File: config.mk
export PLATFORM = sky130hd
export DESIGN_NAME = hmmfb_div
export DESIGN_NICKNAME = d
export VERILOG_FILES = /design/src/rtl/hmmfb_div.sv
export SDC_FILE = /design/constraint.sdc
export NUM_CORES = 1
export LEC_CHECK = 0
export ABC_AREA = 1
export BUFFER_PORTS_ARGS = -buffer_cell sky130_fd_sc_hd__buf_2
export CAP_MARGIN = 20
export CORE_UTILIZATION = 50
export CTS_BUF_LIST = sky130_fd_sc_hd__clkbuf_4 sky130_fd_sc_hd__clkbuf_8 sky130_fd_sc_hd__clkbuf_16
export DETAILED_ROUTE_END_ITERATION = 16
export PLACE_DENSITY = 0.73
export SETUP_SLACK_MARGIN = 0.1
export SYNTH_ARGS = -nofsm -noshare
export SYNTH_HDL_FRONTEND = slang
export SYNTH_SLANG_ARGS = --single-unit
File: constraint.sdc
create_clock -name i_clk -period 2.5 [get_ports i_clk]
set_clock_uncertainty 0.15 [all_clocks]
set_input_delay 0 -clock i_clk [delete_from_list [all_inputs] [get_ports i_clk]]
set_output_delay 0 -clock i_clk [all_outputs]
set_load 0.01 [all_outputs]
File: src/rtl/hmmfb_div.sv
// Restoring divider, one quotient bit per cycle: q = num / den.
// Does not use hmmfb_pkg; fixed widths: 51-bit numerator, 35-bit divisor.
module hmmfb_div (
    input  logic        i_clk,
    input  logic        i_rst_n,
    input  logic        i_start,
    input  logic [50:0] i_num,
    input  logic [34:0] i_den,
    output logic        o_done,
    output logic [50:0] o_quot
);
    logic [50:0] r_quot;
    logic [35:0] r_rem;
    logic [34:0] r_den;
    logic [5:0]  r_cnt;
    logic        r_busy;
    logic        r_done;
    logic [35:0] w_sh;

    // shift in next numerator bit
    assign w_sh = {r_rem[34:0], r_quot[50]};

    always_ff @(posedge i_clk) begin
        if (!i_rst_n) begin
            r_busy <= 1'b0;
            r_done <= 1'b0;
            r_cnt  <= 6'd0;
        end else begin
            r_done <= 1'b0;
            if (i_start) begin
                r_busy <= 1'b1;
                r_cnt  <= 6'd0;
            end else if (r_busy) begin
                r_cnt <= r_cnt + 6'd1;
                if (r_cnt == 6'd50) begin
                    r_busy <= 1'b0;
                    r_done <= 1'b1;
                end
            end
        end
    end

    // datapath: compare and subtract
    always_ff @(posedge i_clk) begin
        if (i_start) begin
            r_quot <= i_num;
            r_rem  <= 36'd0;
            r_den  <= i_den;
        end else if (r_busy) begin
            if (w_sh >= {1'b0, r_den}) begin
                r_rem  <= w_sh - {1'b0, r_den};
                r_quot <= {r_quot[49:0], 1'b1};
            end else begin
                r_rem  <= w_sh;
                r_quot <= {r_quot[49:0], 1'b0};
            end
        end
    end

    assign o_done = r_done;
    assign o_quot = r_quot;

    property p_done_after_busy;
        @(posedge i_clk) disable iff (!i_rst_n) o_done |-> !r_busy;
    endproperty
    a_done_after_busy: assert property (p_done_after_busy) else $error("div done while busy");
    a_cnt_range: assert property (@(posedge i_clk) disable iff (!i_rst_n)
        r_busy |-> r_cnt <= 6'd50) else $error("div count overrun");
    a_start_idle: assert property (@(posedge i_clk) disable iff (!i_rst_n)
        i_start |=> r_busy) else $error("div failed to start");
endmodule

==> results of run 1 <==
## synthesized netlist by cell type, drive strengths merged
cell type / instances / share of area
a211oi: 1 / 0.00096
o211ai: 3 / 0.0029
nor2: 128 / 0.063
or2: 2 / 0.0016
o21bai: 6 / 0.0057
a21o: 2 / 0.0019
clkbuf: 18 / 0.0086
edfxtp: 86 / 0.33
buf: 7 / 0.0086
nor4: 1 / 0.00080
nand2: 492 / 0.24
xor2: 1 / 0.0011
xnor2: 18 / 0.020
nor3: 9 / 0.0064
nand3: 55 / 0.035
nand4: 8 / 0.0083
a31oi: 1 / 0.00080
nor3b: 3 / 0.0029
o21ai: 7 / 0.0045
fa: 1 / 0.0026
inv: 140 / 0.067
dfxtp: 43 / 0.11
a21oi: 30 / 0.020
nand3b: 3 / 0.0029
ha: 37 / 0.059
## kinds of logic (layout without fill, tap and decap cells)
group | count (synthesis) | after routing | share of synthesized area
xor gates and xnor gates | 19 | 19 | 0.0212
and+or+nand+nor | 701 | 701 | 0.357
DFF | 129 | 129 | 0.439
adders and majority gates | 38 | 38 | 0.0616
AOI/OAI and AO/OA | 50 | 50 | 0.0368
buffers and inverters | 165 | 427 | 0.0842
## final cells by class
cell class | instances | area share
clock buffers | 18 | 0.0397
clock inverters | 14 | 0.0121
inverters | 140 | 0.0482
multi-input cells | 808 | 0.386
flip-flops and latches | 129 | 0.316
well taps | 211 | 0.0242
repair buffers | 255 | 0.174
## worst paths after layout
check / from / slack, ns / cells past startpoint / to
min: i_den[29] / 0.13 / 2 / r_den[29]$_DFFE_PP_
max: r_den[9]$_DFFE_PP_ / 0.17 / 16 / r_rem[19]$_SDFFE_PP0P_
max reg2reg: r_den[9]$_DFFE_PP_ / 0.17 / 16 / r_rem[19]$_SDFFE_PP0P_
min reg2reg: r_rem[34]$_SDFFE_PP0P_ / 0.32 / 2 / r_rem[34]$_SDFFE_PP0P_
## worst max-delay path: stages, from the launching register on
cell	delay (ns)
edfxtp_1	0.38
inv_2	0.08
ha_4	0.21
nand2_1	0.09
nand2_2	0.09
a21oi_4	0.18
nand2_1	0.07
nand2_1	0.10
nand2_2	0.06
nand2_2	0.07
nand4_4	0.12
buf_6	0.15
buf_12	0.13
nor2_1	0.11
nor2_1	0.06
nand2_1	0.07
nand2_1	0.07
## power by group
part,switching (W),internal (W),leakage (nW)
Clock,0.000996,0.00139,0.274
Sequential,0.0000771,0.00244,1.21
Combinational,0.000470,0.000383,3.78
## routing by layer
layer	track usage	routed length (um)
met1	0.333	9640
met2	0.478	11200
met3	0.0678	1390
met4	0.0966	520
met5	0	0
## metrics by stage
stage	setup slack (ns)	cells	hold WS (ns)	power [W]
finish	0.170	1575	0.133	0.00576
global placement	0.0941	1442	0.0269	0.00319
global route	0.0305	1575	0.130	0.00598
floorplan	0.261	1102	-0.0511	0.00292
detailed placement	0.0751	1442	0.0282	0.00320
CTS	0.123	1562	0.117	0.00568
## timing repair
action,CTS,global route
setup endpoints to repair,2,36
cloned,0,3
gates resized for setup,1,95
pin swaps,0,17
hold endpoints to repair,100,0
hold buffers,88,0
buffers inserted,0,10
## registers in the layout, summed over array words and instances, names as in the netlist
register	count
r_busy	1
r_cnt	6
o_quot	51
r_den	35
r_rem	35
o_done	1
==> implementation parameters, run 1 <==
Parameter                              Value

Status
  Run status ... completed

Setup path
  Category of the most critical setup path ... register to register
  Critical Path Sink Type ... register
  Maximum fanout count along the critical path ... 11
  Arr. time, crit path ... 2.49 ns
  WP data required ... 2.66 ns
  CP Launch Type ... register

Power and ir drop
  Largest voltage drop on the vdd net ... 0.484 mV
  Leakage power figure ... 5.27 nW
  Pwr per Cell Area ... 529 nW/um2

Clock tree
  Worst skew pair latency ... 0.43 ns
  Root cell of the clock tree ... clkbuf_16
  Bufs on Longest Clock Path ... 2
  TritonCTS Buffers ... 17
  Clock Sink Count ... 129
  Clock slew at reported path FFs ... 0.06 ns
  H-tree Lvls ... 4
  Clock tree from TritonCTS ... yes

Synth
  Synth unique cells ... 35
  Flop and latch count out of synthesis ... 129
  Mapped Cells ... 1102
  Syn_nets ... 1229
  Seq/Total Area, Yosys ... 0.439
  Number of warnings printed during yosys synthesis ... 0
  Post-synthesis cell area ... 7840 um2
  Per-instance average area after synthesis ... 7.12 um2

Timing
  Unrepaired setup endpoints after global routing ... true
  Max Slew Vio Count ... 0
  Hold Violations, Final ... 0
  Final period util ... 0.932
  Final setup TNS ... 0 ns
  Worst slew slack as a fraction of its limit ... 0.421
  Actual slew at the worst max-slew pin ... 0.869 ns
  Maximum clock frequency ... 429 MHz
  Setup Viol. Count Final ... 0
  Time the worst path needs with I/O delays and setup ... 2.33 ns

Final layout
  Utilization of the core after routing ... 0.714
  Number of inserted diodes ... 0
  Commonest non-fill, non-tap cells in the layout ... 463 x nand2_1, 139 x buf_2, 131 x inv_1
  Proportion of layout cells with a drive suffix above 1 ... 0.211
  Post-synthesis to final-layout area growth ... 38.9%
  Fill cell total of the finished layout ... 1177
  Total number of nets in the final design ... 1478
  Final Cell Area ... 10900 um2
  Multi-input logic area ... 4210 um2
  Sequential standard cell area ... 3440 um2
  Commonest non-fill, non-tap cell in the layout ... nand2_1

Drt
  Total wire length ... 22800 um
  Final antenna-violating net count ... 0
  Vias after detailed routing ... 7821
  Count of TritonRoute iterations in the first routing pass ... 5
  Count of routing violations after the opening detailed-route iteration ... 559
  Via-per-instance ratio ... 4.97
  Average wire per cell in the routed design ... 14.5 um
  Detailed-route DRC error count ... 0

Placement
  Input/output buffers ... 140
  Post-DP HPWL ... 14600 um
  Weighted congestion reported at the end of routability-driven placement ... 0.967
  Instance area after placement ... 8830 um2

Die
  DIE AREA ... 16200 um2
  Core footprint ... 15300 um2
  Chip Width ... 127 um
  Count of standard-cell rows ... 45
  Die height ... 127 um
  Starting density of the core ... 0.514
  I/O pin count ... 141

Global route
  Remaining global-route overflow ... 0
  Global-route wire length before repair ... 34800 um
  Via count of the first global-routing pass ... 7444
  Pin count of the biggest net entering global routing ... 55
  Global-route total usage across every layer ... 0.275
  Antenna violations before repair ... 0

Worst hold path
  Worst min path class ... input pin to register

Job
  Number of maximum-capacitance constraint violations ... 0
No activity file was read; power rests on OpenSTA's default activity.
==> run 2, diff against run 1 <==
CORE_MARGIN = 4   (was unset)
==> run 2 against run 1 <==
Against the previous run: cell count down 0.13%; setup slack worse by 0.028 ns; sequential power about the same; non-clock buffer count down 2; maximum frequency down 1.2%; final area down 0.11%; die area up 9.7%; critical path depth down 2; sequential share of layout area about the same; combinational power up 2%; count of clock-buffer cells in the layout unchanged; total power up 2.1%; critical endpoint is now r_rem[21]$_SDFFE_PP0P_.
==> implementation parameters, run 2 (synthesis gave the netlist of run 1 again) <==
Parameter                              Value

Placement
  Input/output buffers ... 140
  Instance area after placement ... 8810 um2
  Number of placed instances with taps included ... 1440
  Weighted congestion reported at the end of routability-driven placement ... 0.967
  Post-DP HPWL ... 15100 um

Die
  Chip Width ... 133 um
  Core footprint ... 15300 um2
  DIE AREA ... 17800 um2
  Count of standard-cell rows ... 45
  Starting density of the core ... 0.514
  I/O pin count ... 141
  Die height ... 133 um

Clock tree
  Clock Sink Count ... 129
  Clock slew at reported path FFs ... 0.07 ns
  Clock tree from TritonCTS ... yes
  TritonCTS Buffers ... 17
  Root cell of the clock tree ... clkbuf_16
  H-tree Lvls ... 4
  Worst skew pair latency ... 0.43 ns
  Bufs on Longest Clock Path ... 2

Power and ir drop
  Power after layout ... 0.00588 W
  Largest voltage drop on the vdd net ... 0.486 mV
  Leakage power figure ... 5.27 nW
  Pwr per Cell Area ... 540 nW/um2

Timing
  Actual slew at the worst max-slew pin ... 0.860 ns
  Max Slew Vio Count ... 0
  Final setup TNS ... 0 ns
  Final period util ... 0.943
  Hold Violations, Final ... 0
  Maximum clock frequency ... 424 MHz
  Time the worst path needs with I/O delays and setup ... 2.36 ns
  Setup Viol. Count Final ... 0
  Unrepaired setup endpoints after global routing ... true
  Worst slew slack as a fraction of its limit ... 0.426

Global route
  Pin count of the biggest net entering global routing ... 54
  Remaining global-route overflow ... 0
  Global-route wire length before repair ... 36000 um
  Antenna violations before repair ... 0
  Via count of the first global-routing pass ... 7691
  Global-route total usage across every layer ... 0.249

Drt
  Count of TritonRoute iterations in the first routing pass ... 6
  Average wire per cell in the routed design ... 14.7 um
  Vias after detailed routing ... 7898
  Count of routing violations after the opening detailed-route iteration ... 557
  Via-per-instance ratio ... 5.02
  Final antenna-violating net count ... 0
  Total wire length ... 23100 um
  Detailed-route DRC error count ... 0

Setup path
  Beginning of the critical path ... r_den[26]$_DFFE_PP_
  Category of the most critical setup path ... register to register
  Buffers plus inverters on the worst setup path ... 4
  Ordered cell list for the critical path ... inv_1, ha_1, nand2_2, inv_1, a21oi_2, nand2_2, a21oi_2, nand4_4, buf_6, clkbuf_16, nor2_1, nor2_1, nand2_1, nand2_1
  Stage delay of the slowest cell on the critical path ... 0.37 ns
  CP Launch Type ... register
  Critical Path Sink Type ... register
  WP data required ... 2.66 ns
  Largest delay share family, worst path ... simple AND/OR/NAND/NOR gates
  Arr. time, crit path ... 2.52 ns
  Reg-to-Reg Start ... r_den[26]$_DFFE_PP_
  Critical path's slowest cell ... edfxtp_1
  Maximum fanout count along the critical path ... 7

Final layout
  Total number of nets in the final design ... 1476
  Utilization of the core after routing ... 0.713
  Multi-input logic area ... 4210 um2
  Commonest non-fill, non-tap cells in the layout ... 473 x nand2_1, 139 x buf_2, 131 x inv_1
  Sequential standard cell area ... 3440 um2
  Max reg flops ... 51
  Final Cell Area ... 10900 um2
  Proportion of layout cells with a drive suffix above 1 ... 0.200
  Non-Filler Instances ... 1573
  Number of inserted diodes ... 0
  Commonest non-fill, non-tap cell in the layout ... nand2_1
  Post-synthesis to final-layout area growth ... 38.7%
  Fill cell total of the finished layout ... 1173

Status
  Run status ... completed

Worst hold path
  Hold path start ... i_den[7]
  Worst min path class ... input pin to register

Job
  Number of maximum-capacitance constraint violations ... 0
-- run 2: cell count changes in the layout (fill, tap and decap cells not counted), sizes merged --
cell,previous run,this run
buf,164,163
bufinv,1,2
clkinvlp,2,3
clkinv,6,4
clkbuf,21,20
-- run 2: cell type report --
| type | count | share of cell area |
|---|---|---|
| Clock buffer | 18 | 0.0398 |
| Clock inverter | 14 | 0.0141 |
| Inverter | 140 | 0.0483 |
| Multi-Input combinational cell | 808 | 0.387 |
| Sequential cell | 129 | 0.316 |
| Tap cell | 211 | 0.0243 |
| Timing Repair Buffer | 253 | 0.170 |
-- run 2: layer usage --
metal  vias to the layer above  wire length [um]  track usage
li1                       3944                 -            -
met1                      3539              9510        0.306
met2                       352             11100        0.424
met3                        63              1870       0.0661
met4                         0               625       0.0834
met5                         -                 0            0
-- run 2: path summary, 6_finish.rpt --
kind,end,slack (ns),cells after the start
setup / recovery,r_rem[21]$_SDFFE_PP0P_,0.14,14
hold / removal,r_den[7]$_DFFE_PP_,0.13,2
setup reg to reg,r_rem[21]$_SDFFE_PP0P_,0.14,14
hold reg to reg,r_rem[34]$_SDFFE_PP0P_,0.32,2
-- run 2: timing repair --
item | in CTS | in global routing
endpoints found under the setup margin | 0 | 36
hold endpoints to repair | 111 | 0
setup buffers | 0 | 11
gates resized for setup | 0 | 86
hold buffers | 88 | 0
-- run 2: power breakdown --
| part | internal, W | switching, W |
|---|---|---|
| registers | 0.00244 | 0.0000762 |
| logic | 0.000392 | 0.000482 |
| clock network | 0.00149 | 0.000997 |
| total | 0.00433 | 0.00156 |
-- run 2: through the flow --
| step | hold WS (ns) | worst slack [ns] |
|---|---|---|
| finish | 0.129 | 0.141 |
| global route | 0.137 | 0.0371 |
| CTS | 0.119 | 0.107 |
| detailed placement | 0.0281 | 0.132 |
| global placement | 0.0260 | 0.164 |
| floorplan | -0.0511 | 0.261 |
